$ cat config.mk
export PLATFORM = sky130hd
export DESIGN_NAME = hsl_pixel_colour_with_borders_core
export DESIGN_NICKNAME = d
export VERILOG_FILES = /design/src/rtl/hslpcb_pkg.sv /design/src/rtl/hsl_pixel_colour_with_borders_core.sv /design/src/rtl/hslpcb_front.sv /design/src/rtl/hslpcb_queue.sv /design/src/rtl/hslpcb_back.sv
export VERILOG_INCLUDE_DIRS = /design/src /design/src/rtl
export SDC_FILE = /design/constraint.sdc
export NUM_CORES = 1
export LEC_CHECK = 0
export BUFFER_PORTS_ARGS = -buffer_cell sky130_fd_sc_hd__buf_4
export CAP_MARGIN = 25
export CORE_MARGIN = 2
export CORE_UTILIZATION = 40
export CTS_CLUSTER_DIAMETER = 40
export DETAILED_ROUTE_END_ITERATION = 16
export PLACE_DENSITY_LB_ADDON = 0.05
export SLEW_MARGIN = 15
export SYNTH_ARGS = -nofsm -noshare
export SYNTH_HDL_FRONTEND = slang
export SYNTH_HIERARCHICAL = 1
export SYNTH_SLANG_ARGS = --single-unit
export TNS_END_PERCENT = 30
$ cat constraint.sdc
create_clock -name clk_i -period 7.35 [get_ports clk_i]
set_input_delay 1.1025 -clock clk_i [delete_from_list [all_inputs] [get_ports clk_i]]
set_output_delay 1.1025 -clock clk_i [all_outputs]
set_load 0.05 [all_outputs]
$ cat src/rtl/hsl_pixel_colour_with_borders_core_defines.svh
// Assertion macros shared by the pixel colour core.
`ifndef HSL_PIXEL_COLOUR_WITH_BORDERS_CORE_DEFINES_SVH
`define HSL_PIXEL_COLOUR_WITH_BORDERS_CORE_DEFINES_SVH

`ifndef NO_ASSERTIONS

// Check that ante implies cons in the same cycle.
`define HSLPCB_ASSERT_IMPLY(lbl, clk, rstn, ante, cons, msg) \
  lbl: assert property (@(posedge clk) disable iff (!rstn) (ante) |-> (cons)) \
    else $error(msg);

// Check that cond never holds.
`define HSLPCB_ASSERT_NEVER(lbl, clk, rstn, cond, msg) \
  lbl: assert property (@(posedge clk) disable iff (!rstn) !(cond)) \
    else $error(msg);

`else

`define HSLPCB_ASSERT_IMPLY(lbl, clk, rstn, ante, cons, msg)
`define HSLPCB_ASSERT_NEVER(lbl, clk, rstn, cond, msg)

`endif

`endif

$ cat src/rtl/hslpcb_pkg.sv
// Types and constants shared by the pixel colour core.
package hslpcb_pkg;

  localparam int HueBits      = 16;
  localparam int RegionBits   = 20;
  localparam int SizeBits     = 20;
  localparam int FracBits     = 8;
  localparam int ChanBits     = 8;
  localparam int ChromaBits   = 2 * FracBits;
  localparam int NumBits      = ChromaBits + 1;
  localparam int RampBits     = HueBits + 1;
  localparam int SixBits      = HueBits + 3;
  localparam int ProdBits     = ChromaBits + RampBits;
  localparam int CfgIdxBits   = 1;
  localparam int CfgDataBits  = 20;
  localparam int QueueDepth   = 4;
  localparam int QueuePtrBits = $clog2(QueueDepth);

  localparam logic [SizeBits-1:0] MinRegionSizeReset = SizeBits'(5);
  localparam logic [ChanBits-1:0] ChanMax            = {ChanBits{1'b1}};

  typedef enum logic [CfgIdxBits-1:0] {
    CfgBordersEnabled = 1'b0,
    CfgMinRegionSize  = 1'b1
  } cfg_idx_e;

  // Hue sector, named after where the sector starts.
  typedef enum logic [2:0] {
    SecRed     = 3'd0,
    SecYellow  = 3'd1,
    SecGreen   = 3'd2,
    SecCyan    = 3'd3,
    SecBlue    = 3'd4,
    SecMagenta = 3'd5
  } sector_e;

  typedef struct packed {
    logic [HueBits-1:0]    hue;
    logic [FracBits-1:0]   saturation;
    logic [FracBits-1:0]   lightness;
    logic [RegionBits-1:0] own_region;
    logic [RegionBits-1:0] left_region;
    logic [RegionBits-1:0] right_region;
    logic [RegionBits-1:0] up_region;
    logic [RegionBits-1:0] down_region;
    logic                  at_frame_edge;
    logic [SizeBits-1:0]   smallest_region_size;
  } in_t;

  typedef struct packed {
    logic [ChanBits-1:0] red;
    logic [ChanBits-1:0] green;
    logic [ChanBits-1:0] blue;
    logic                is_border;
  } out_t;

  // Classified item handed from the front to the back.
  typedef struct packed {
    logic                  is_border;
    sector_e               sector;
    logic [ChromaBits-1:0] chroma;
    logic [NumBits-1:0]    base;
    logic [RampBits-1:0]   ramp;
  } work_t;

endpackage

$ cat src/rtl/hsl_pixel_colour_with_borders_core.sv
// Top level of the HSL pixel colour core with region borders.
//
// Input channel (in_valid_i / in_stall_o / in_data_i): one beat per picture
// cell, carrying hue, saturation, lightness, the five region identifiers,
// the frame-edge flag and the smallest region size.
// Output channel (out_valid_o / out_stall_i / out_data_o): one beat per input
// beat, in order: red, green, blue and the border flag.
// Configuration: cfg_we_i writes cfg_wdata_i into the register picked by
// cfg_idx_i (borders enable, minimum region size); write only when idle.
// Path: a beat accepted into the front queue is registered in the multiply
// stage and then in the output register before it appears on the output.
// Throughput: one beat per cycle, limited by the single ramp multiplier and
// the output register; both take a new beat every cycle unless stalled.
// Stall: when out_stall_i holds, the output register and the multiply stage
// hold their beats and the four-entry queue keeps absorbing input; in_stall_o
// rises only once that queue is full and drops as soon as the output drains.
// Reset: rst_ni clears the queue and the stage valids and sets borders on
// with a minimum region size of five; payload registers are not cleared.
`include "hsl_pixel_colour_with_borders_core_defines.svh"

module hsl_pixel_colour_with_borders_core (
  input  logic                                clk_i,
  input  logic                                rst_ni,
  input  logic                                cfg_we_i,
  input  logic [hslpcb_pkg::CfgIdxBits-1:0]   cfg_idx_i,
  input  logic [hslpcb_pkg::CfgDataBits-1:0]  cfg_wdata_i,
  input  logic                                in_valid_i,
  output logic                                in_stall_o,
  input  hslpcb_pkg::in_t                     in_data_i,
  output logic                                out_valid_o,
  input  logic                                out_stall_i,
  output hslpcb_pkg::out_t                    out_data_o
);

  hslpcb_pkg::work_t front_work;
  hslpcb_pkg::work_t q_head;
  logic              q_full;
  logic              q_valid;
  logic              q_pop;
  logic              push;

  // Take a beat whenever the queue has room.
  assign in_stall_o = q_full;
  assign push       = in_valid_i && !q_full;

  hslpcb_front u_front (
    .clk_i       (clk_i),
    .rst_ni      (rst_ni),
    .cfg_we_i    (cfg_we_i),
    .cfg_idx_i   (cfg_idx_i),
    .cfg_wdata_i (cfg_wdata_i),
    .in_data_i   (in_data_i),
    .work_o      (front_work)
  );

  hslpcb_queue u_queue (
    .clk_i   (clk_i),
    .rst_ni  (rst_ni),
    .push_i  (push),
    .data_i  (front_work),
    .full_o  (q_full),
    .pop_i   (q_pop),
    .valid_o (q_valid),
    .data_o  (q_head)
  );

  hslpcb_back u_back (
    .clk_i       (clk_i),
    .rst_ni      (rst_ni),
    .q_valid_i   (q_valid),
    .q_data_i    (q_head),
    .q_pop_o     (q_pop),
    .out_valid_o (out_valid_o),
    .out_stall_i (out_stall_i),
    .out_data_o  (out_data_o)
  );

  // A full queue means the back end is backed up to the output.
  `HSLPCB_ASSERT_IMPLY(a_full_implies_out_valid, clk_i, rst_ni, in_stall_o, out_valid_o, "queue full while output empty")
  // Input stall only starts after a stalled output beat.
  `HSLPCB_ASSERT_IMPLY(a_stall_rise_cause, clk_i, rst_ni, $rose(in_stall_o), $past(out_valid_o && out_stall_i), "input stall without output stall")
  // Border beats are black.
  `HSLPCB_ASSERT_NEVER(a_border_black, clk_i, rst_ni, out_valid_o && out_data_o.is_border && ((out_data_o.red | out_data_o.green | out_data_o.blue) != '0), "border beat not black")

endmodule

$ cat src/rtl/hslpcb_front.sv
// Front end: configuration registers, border decision and hue/chroma terms.
module hslpcb_front (
  input  logic                                clk_i,
  input  logic                                rst_ni,
  input  logic                                cfg_we_i,
  input  logic [hslpcb_pkg::CfgIdxBits-1:0]   cfg_idx_i,
  input  logic [hslpcb_pkg::CfgDataBits-1:0]  cfg_wdata_i,
  input  hslpcb_pkg::in_t                     in_data_i,
  output hslpcb_pkg::work_t                   work_o
);

  logic                                 borders_en_q;
  logic [hslpcb_pkg::SizeBits-1:0]      min_size_q;

  logic                                 higher;
  logic [hslpcb_pkg::FracBits:0]        twol;
  logic [hslpcb_pkg::FracBits:0]        dl;
  logic [hslpcb_pkg::FracBits-1:0]      span;
  logic [hslpcb_pkg::ChromaBits-1:0]    chroma;
  logic [hslpcb_pkg::NumBits-1:0]       light510;
  logic [hslpcb_pkg::SixBits-1:0]       six;
  logic [hslpcb_pkg::RampBits-1:0]      frac;
  logic [hslpcb_pkg::RampBits-1:0]      one;
  logic [hslpcb_pkg::RampBits-1:0]      ramp_gap;

  always_ff @(posedge clk_i or negedge rst_ni) begin
    if (!rst_ni) begin
      borders_en_q <= 1'b1;
      min_size_q   <= hslpcb_pkg::MinRegionSizeReset;
    end else if (cfg_we_i) begin
      unique case (hslpcb_pkg::cfg_idx_e'(cfg_idx_i))
        hslpcb_pkg::CfgBordersEnabled: borders_en_q <= cfg_wdata_i[0];
        hslpcb_pkg::CfgMinRegionSize:  min_size_q <= cfg_wdata_i[hslpcb_pkg::SizeBits-1:0];
        default: ;
      endcase
    end
  end

  always_comb begin
    higher = (in_data_i.own_region > in_data_i.left_region)
          || (in_data_i.own_region > in_data_i.right_region)
          || (in_data_i.own_region > in_data_i.up_region)
          || (in_data_i.own_region > in_data_i.down_region);

    // Chroma scaled by 255*255: (255 - |2L - 255|) * S.
    twol   = {in_data_i.lightness, 1'b0};
    dl     = (twol >= {1'b0, hslpcb_pkg::ChanMax}) ? twol - {1'b0, hslpcb_pkg::ChanMax}
                                                  : {1'b0, hslpcb_pkg::ChanMax} - twol;
    span   = hslpcb_pkg::ChanMax - dl[hslpcb_pkg::FracBits-1:0];
    chroma = {{hslpcb_pkg::FracBits{1'b0}}, span}
           * {{hslpcb_pkg::FracBits{1'b0}}, in_data_i.saturation};

    // 510*L as 512*L - 2*L.
    light510 = {in_data_i.lightness, 9'b0}
             - {{(hslpcb_pkg::NumBits-hslpcb_pkg::FracBits-1){1'b0}}, in_data_i.lightness, 1'b0};

    // 6*hue: sector in the top bits, ramp from the low HueBits+1 bits.
    six      = {1'b0, in_data_i.hue, 2'b00} + {2'b00, in_data_i.hue, 1'b0};
    frac     = six[hslpcb_pkg::HueBits:0];
    one      = {1'b1, {hslpcb_pkg::HueBits{1'b0}}};
    ramp_gap = (frac >= one) ? frac - one : one - frac;

    work_o.is_border = borders_en_q && !in_data_i.at_frame_edge && higher
                    && (in_data_i.smallest_region_size > min_size_q);
    work_o.sector    = hslpcb_pkg::sector_e'(six[hslpcb_pkg::SixBits-1 -: 3]);
    work_o.chroma    = chroma;
    work_o.base      = light510 - {1'b0, chroma};
    work_o.ramp      = one - ramp_gap;
  end

endmodule

$ cat src/rtl/hslpcb_queue.sv
// Short queue decoupling the front end from the back end.
module hslpcb_queue (
  input  logic              clk_i,
  input  logic              rst_ni,
  input  logic              push_i,
  input  hslpcb_pkg::work_t data_i,
  output logic              full_o,
  input  logic              pop_i,
  output logic              valid_o,
  output hslpcb_pkg::work_t data_o
);

  hslpcb_pkg::work_t                     mem_q [hslpcb_pkg::QueueDepth];
  logic [hslpcb_pkg::QueuePtrBits-1:0]   wr_ptr_q, wr_ptr_d;
  logic [hslpcb_pkg::QueuePtrBits-1:0]   rd_ptr_q, rd_ptr_d;
  logic [hslpcb_pkg::QueuePtrBits:0]     count_q, count_d;

  always_comb begin
    full_o   = (count_q == (hslpcb_pkg::QueuePtrBits+1)'(hslpcb_pkg::QueueDepth));
    valid_o  = (count_q != '0);
    data_o   = mem_q[rd_ptr_q];
    wr_ptr_d = push_i ? wr_ptr_q + 1'b1 : wr_ptr_q;
    rd_ptr_d = pop_i ? rd_ptr_q + 1'b1 : rd_ptr_q;
    count_d  = count_q;
    if (push_i && !pop_i) begin
      count_d = count_q + 1'b1;
    end else if (pop_i && !push_i) begin
      count_d = count_q - 1'b1;
    end
  end

  always_ff @(posedge clk_i or negedge rst_ni) begin
    if (!rst_ni) begin
      wr_ptr_q <= '0;
      rd_ptr_q <= '0;
      count_q  <= '0;
    end else begin
      wr_ptr_q <= wr_ptr_d;
      rd_ptr_q <= rd_ptr_d;
      count_q  <= count_d;
    end
  end

  always_ff @(posedge clk_i) begin
    if (push_i) begin
      mem_q[wr_ptr_q] <= data_i;
    end
  end

endmodule

$ cat src/rtl/hslpcb_back.sv
// Back end: ramp multiply, channel scaling and output register.
module hslpcb_back (
  input  logic              clk_i,
  input  logic              rst_ni,
  input  logic              q_valid_i,
  input  hslpcb_pkg::work_t q_data_i,
  output logic              q_pop_o,
  output logic              out_valid_o,
  input  logic              out_stall_i,
  output hslpcb_pkg::out_t  out_data_o
);

  // floor(n / 510) = floor(floor(n/2) / 255), the latter as (x + 1 + x>>8) >> 8.
  function automatic logic [hslpcb_pkg::ChanBits-1:0] to_chan(
    input logic [hslpcb_pkg::NumBits-1:0] n
  );
    logic [hslpcb_pkg::NumBits-2:0] half;
    logic [hslpcb_pkg::NumBits-1:0] acc;
    logic [hslpcb_pkg::ChanBits:0]  quo;
    half = n[hslpcb_pkg::NumBits-1:1];
    acc  = {1'b0, half}
         + hslpcb_pkg::NumBits'(half[hslpcb_pkg::NumBits-2:hslpcb_pkg::ChanBits])
         + hslpcb_pkg::NumBits'(1);
    quo  = acc[hslpcb_pkg::NumBits-1:hslpcb_pkg::ChanBits];
    return quo[hslpcb_pkg::ChanBits] ? hslpcb_pkg::ChanMax : quo[hslpcb_pkg::ChanBits-1:0];
  endfunction

  logic                                s1_valid_q;
  logic                                s1_border_q;
  hslpcb_pkg::sector_e                 s1_sector_q;
  logic [hslpcb_pkg::ChromaBits-1:0]   s1_chroma_q;
  logic [hslpcb_pkg::NumBits-1:0]      s1_base_q;
  logic [hslpcb_pkg::NumBits-1:0]      s1_y_q;

  logic                                out_valid_q;
  hslpcb_pkg::out_t                    out_data_q, out_data_d;

  logic                                s1_ready;
  logic                                s2_ready;
  logic [hslpcb_pkg::ProdBits-1:0]     prod;
  logic [hslpcb_pkg::NumBits-1:0]      hi_n, mid_n, lo_n;
  logic [hslpcb_pkg::ChanBits-1:0]     hi_c, mid_c, lo_c;

  always_comb begin
    s2_ready = !out_valid_q || !out_stall_i;
    s1_ready = !s1_valid_q || s2_ready;
    q_pop_o  = q_valid_i && s1_ready;
    prod     = hslpcb_pkg::ProdBits'(q_data_i.chroma) * hslpcb_pkg::ProdBits'(q_data_i.ramp);
  end

  always_ff @(posedge clk_i or negedge rst_ni) begin
    if (!rst_ni) begin
      s1_valid_q  <= 1'b0;
      out_valid_q <= 1'b0;
    end else begin
      if (s1_ready) begin
        s1_valid_q <= q_valid_i;
      end
      if (s2_ready) begin
        out_valid_q <= s1_valid_q;
      end
    end
  end

  // Stage one: register the chroma*ramp product scaled down by 2^(HueBits-1).
  always_ff @(posedge clk_i) begin
    if (q_pop_o) begin
      s1_border_q <= q_data_i.is_border;
      s1_sector_q <= q_data_i.sector;
      s1_chroma_q <= q_data_i.chroma;
      s1_base_q   <= q_data_i.base;
      s1_y_q      <= prod[hslpcb_pkg::HueBits-1 +: hslpcb_pkg::NumBits];
    end
  end

  // Stage two: form the three channel levels and route them by sector.
  always_comb begin
    hi_n  = s1_base_q + {s1_chroma_q, 1'b0};
    mid_n = s1_base_q + s1_y_q;
    lo_n  = s1_base_q;
    hi_c  = to_chan(hi_n);
    mid_c = to_chan(mid_n);
    lo_c  = to_chan(lo_n);

    out_data_d.is_border = 1'b0;
    unique case (s1_sector_q)
      hslpcb_pkg::SecRed:     begin out_data_d.red = hi_c;  out_data_d.green = mid_c; out_data_d.blue = lo_c;  end
      hslpcb_pkg::SecYellow:  begin out_data_d.red = mid_c; out_data_d.green = hi_c;  out_data_d.blue = lo_c;  end
      hslpcb_pkg::SecGreen:   begin out_data_d.red = lo_c;  out_data_d.green = hi_c;  out_data_d.blue = mid_c; end
      hslpcb_pkg::SecCyan:    begin out_data_d.red = lo_c;  out_data_d.green = mid_c; out_data_d.blue = hi_c;  end
      hslpcb_pkg::SecBlue:    begin out_data_d.red = mid_c; out_data_d.green = lo_c;  out_data_d.blue = hi_c;  end
      default:                begin out_data_d.red = hi_c;  out_data_d.green = lo_c;  out_data_d.blue = mid_c; end
    endcase

    // Force black on a border.
    if (s1_border_q) begin
      out_data_d = '{red: '0, green: '0, blue: '0, is_border: 1'b1};
    end
  end

  always_ff @(posedge clk_i) begin
    if (s2_ready && s1_valid_q) begin
      out_data_q <= out_data_d;
    end
  end

  assign out_valid_o = out_valid_q;
  assign out_data_o  = out_data_q;

endmodule
==> impl_results.md <==
* Avg Cell Area, Syn at 10.6 µm²
* Initial Util at 40.5%
* Drt via density at 5.23
* Global route total overflow at 0
* First-pass GRT wire length at 130000 µm
* Vias in the first global route at 23600
* Max Clock Skew at 0.0633 ns
* Initial antenna violation count at 1
* I/O pins at 206
* Top post-synthesis cells by count: inv_1 (475), ha_1 (335), edfxtp_1 (295)
* FILL cells at 7160
* Dominant cells by area after synthesis: edfxtp_1 (29%), fa_1 (16%), ha_1 (14%)
* CP required at 7.67 ns
* Clock Path Buffers at 3
* Final hold violation count at 0
* HP Class: in -> async
* Register area at 9620 µm²
* Max-slew headroom at 39.4%
* Most common cell in the netlist: inv_1
* Share of layout cells above drive strength 1 at 17.5%
* Site Rows at 101
* Slew Viols, Final at 0
* Crit path arrival time at 7.34 ns
* Hold-fix buffers at CTS at 0
* GP Congestion at 0.885
* Critical path class: reg -> reg
* Post-synth ARST share at 9.23%
* Fin crit period at 7.02 ns
* DR iter-0 viols at 1006
* Die X at 282 µm
* Crit-path max FO at 7
* Ys Warns at 6
* Largest net degree at the start of global routing at 58
* Worst setup EP type: flop
* DRT antenna net count at 0
* Core area at 76100 µm²
* Area grow syn2layout at 17.3%
* Multi-input gate area at 19100 µm²
* Non-filler instance count after layout at 4276
* CTS tree: built
* CTS sink cnt at 325
* EDFF count, synth at 295
* Cell count after synthesis at 2913
* Via count at 22300
* Full die area at 79300 µm²
* Drt wl/cell at 19.3 µm
* Fin crit share at 95.5%
* Root Buffer Master: clkbuf_16
* Num CTS Buffers at 56
* DR pass1 iterations at 5
* CTS H-Tree Depth at 2
* Most used DFF post-synth: edfxtp_1
* Synth area leader: edfxtp_1
* Seq cells post-synth at 325
* Mapped Area at 30800 µm²
* Yosys cell types at 113
* Fmax at 142 MHz
* Sequential area share after synthesis at 31.2%
* Startpoint Class: flop
* GRT Util Overall at 21.1%
* Clock latency on the worst-skew pair at 0.63 ns
* Maxcap violations at 0
* Detailed-placement wirelength estimate at 65400 µm
* Dpl cells at 4159
* Routed WL at 82700 µm
* Final #Nets at 3953
* Run status: finished, final reports clean
* # setup viols final at 0
* Die Ht at 282 µm
* Top-area cell type share of the netlist area at 28.7%
* Drt drc at 0
* Clock transition at path regs at 0.06 ns
* Port bufs at 205
* Actual slew at the worst max-slew pin at 0.909 ns
## sequential cells by signal, summed over array words and instances, names as in the netlist
signal,count
u_back/lo_n,17
u_queue/mem_q,216
u_back/out_data_o,25
u_back/s1_valid_q,1
u_front/borders_en_q,1
u_back/out_valid_o,1
u_back/s1_y_q,17
u_queue/wr_ptr_q,2
u_front/min_size_q,20
u_back/s1_border_q,1
u_back/s1_chroma_q,16
u_queue/count_q,3
u_back/s1_sector_q,3
u_queue/rd_ptr_q,2
## final timing paths
path                                        to                 from  slack [ns]  cells past startpoint
setup / recovery             u_back/s1_y_q[11]  u_queue/rd_ptr_q[0]        0.33                     24
hold / removal              u_queue/count_q[2]               rst_ni        0.43                      1
setup reg to reg             u_back/s1_y_q[11]  u_queue/rd_ptr_q[0]        0.33                     24
hold reg to reg             u_back/out_valid_o    u_back/s1_valid_q        0.48                      1
max in group asynchronous  u_queue/rd_ptr_q[0]               rst_ni        6.52                      1
min in group clk_i          u_back/out_valid_o    u_back/s1_valid_q        0.48                      1
## logic make-up after synthesis
group,count (synthesis),synth area share (%)
other,1,0.0122
xor gates and xnor gates,110,3.13
AOI/OAI and AO/OA,476,10.9
and+or+nand+nor,776,13.2
muxes,86,5.11
adders and majority gates,576,29.2
buffers and inverters,563,7.22
DFF,325,31.2
## cell usage in the layout (no fill, tap or decap), types with 34 or more instances in the layout
cell type and count:
nor3_1 34, buf_4 302, and2_1 187, edfxtp_1 295
fa_1 241, nand3_1 49, ha_1 335, xor2_1 40
nor2_1 94, xnor2_1 70, clkbuf_16 56, mux4_2 54
o21ai_0 67, a21o_1 72, nand2_1 240, a21oi_1 106
inv_1 475
## what timing repair did
| item | in CTS | in global routing |
|---|---|---|
| resized for setup | 2 | 12 |
| endpoints found under the setup margin | 9 | 9 |
| pin swaps | 0 | 5 |
| setup buffers | 3 | 6 |
## worst max-delay path, cell delays in order (launching register included)
cell,delay (ns)
dfrtp_4,0.49
buf_12,0.14
mux4_2,0.58
and2_1,0.21
fa_1,0.53
inv_1,0.05
fa_1,0.51
fa_1,0.53
inv_1,0.05
fa_1,0.46
fa_1,0.54
inv_1,0.05
fa_1,0.52
inv_1,0.04
ha_1,0.31
a21oi_2,0.18
nand3_2,0.10
a2111oi_4,0.28
buf_4,0.18
nor4_2,0.05
nor2_2,0.19
a311oi_4,0.14
a211o_1,0.36
a21oi_2,0.15
xnor2_1,0.07
## layout make-up
| cell class | count | area share [%] |
|---|---|---|
| Multi-Input combinational cell | 2027 | 52.7 |
| Sequential cell | 325 | 26.6 |
| Timing Repair Buffer | 311 | 6.69 |
| Inverter | 477 | 4.95 |
| Clock buffer | 60 | 3.92 |
| Tap cell | 1030 | 3.56 |
| Clock inverter | 45 | 1.56 |
| Antenna cell | 1 | 0.00692 |
## stage by stage
stage | setup WS, ns | util (%) | area [µm²] | setup TNS [ns] | hold slack, ns
floorplan | 0.201 | - | 30800 | 0 | 0.424
global placement | -0.138 | 44.7 | 34000 | -0.708 | 0.453
detailed placement | -0.177 | 44.7 | 34000 | -1.60 | 0.471
CTS | 0.0331 | 47.3 | 36000 | 0 | 0.406
global route | -0.0198 | 47.5 | 36200 | -0.0373 | 0.434
finish | 0.328 | 47.6 | 36200 | 0 | 0.429
## per-layer routing
layer  global-route usage [%]  share of wire (%)
met1                     28.4                 46
met2                     35.9                 48
met3                     3.21                4.2
met4                     4.94                1.9
met5                        0              0.016
Power is left out: the tool's default activity adds up to more than one toggle a clock period on the data nets, which glitch-free logic cannot reach.
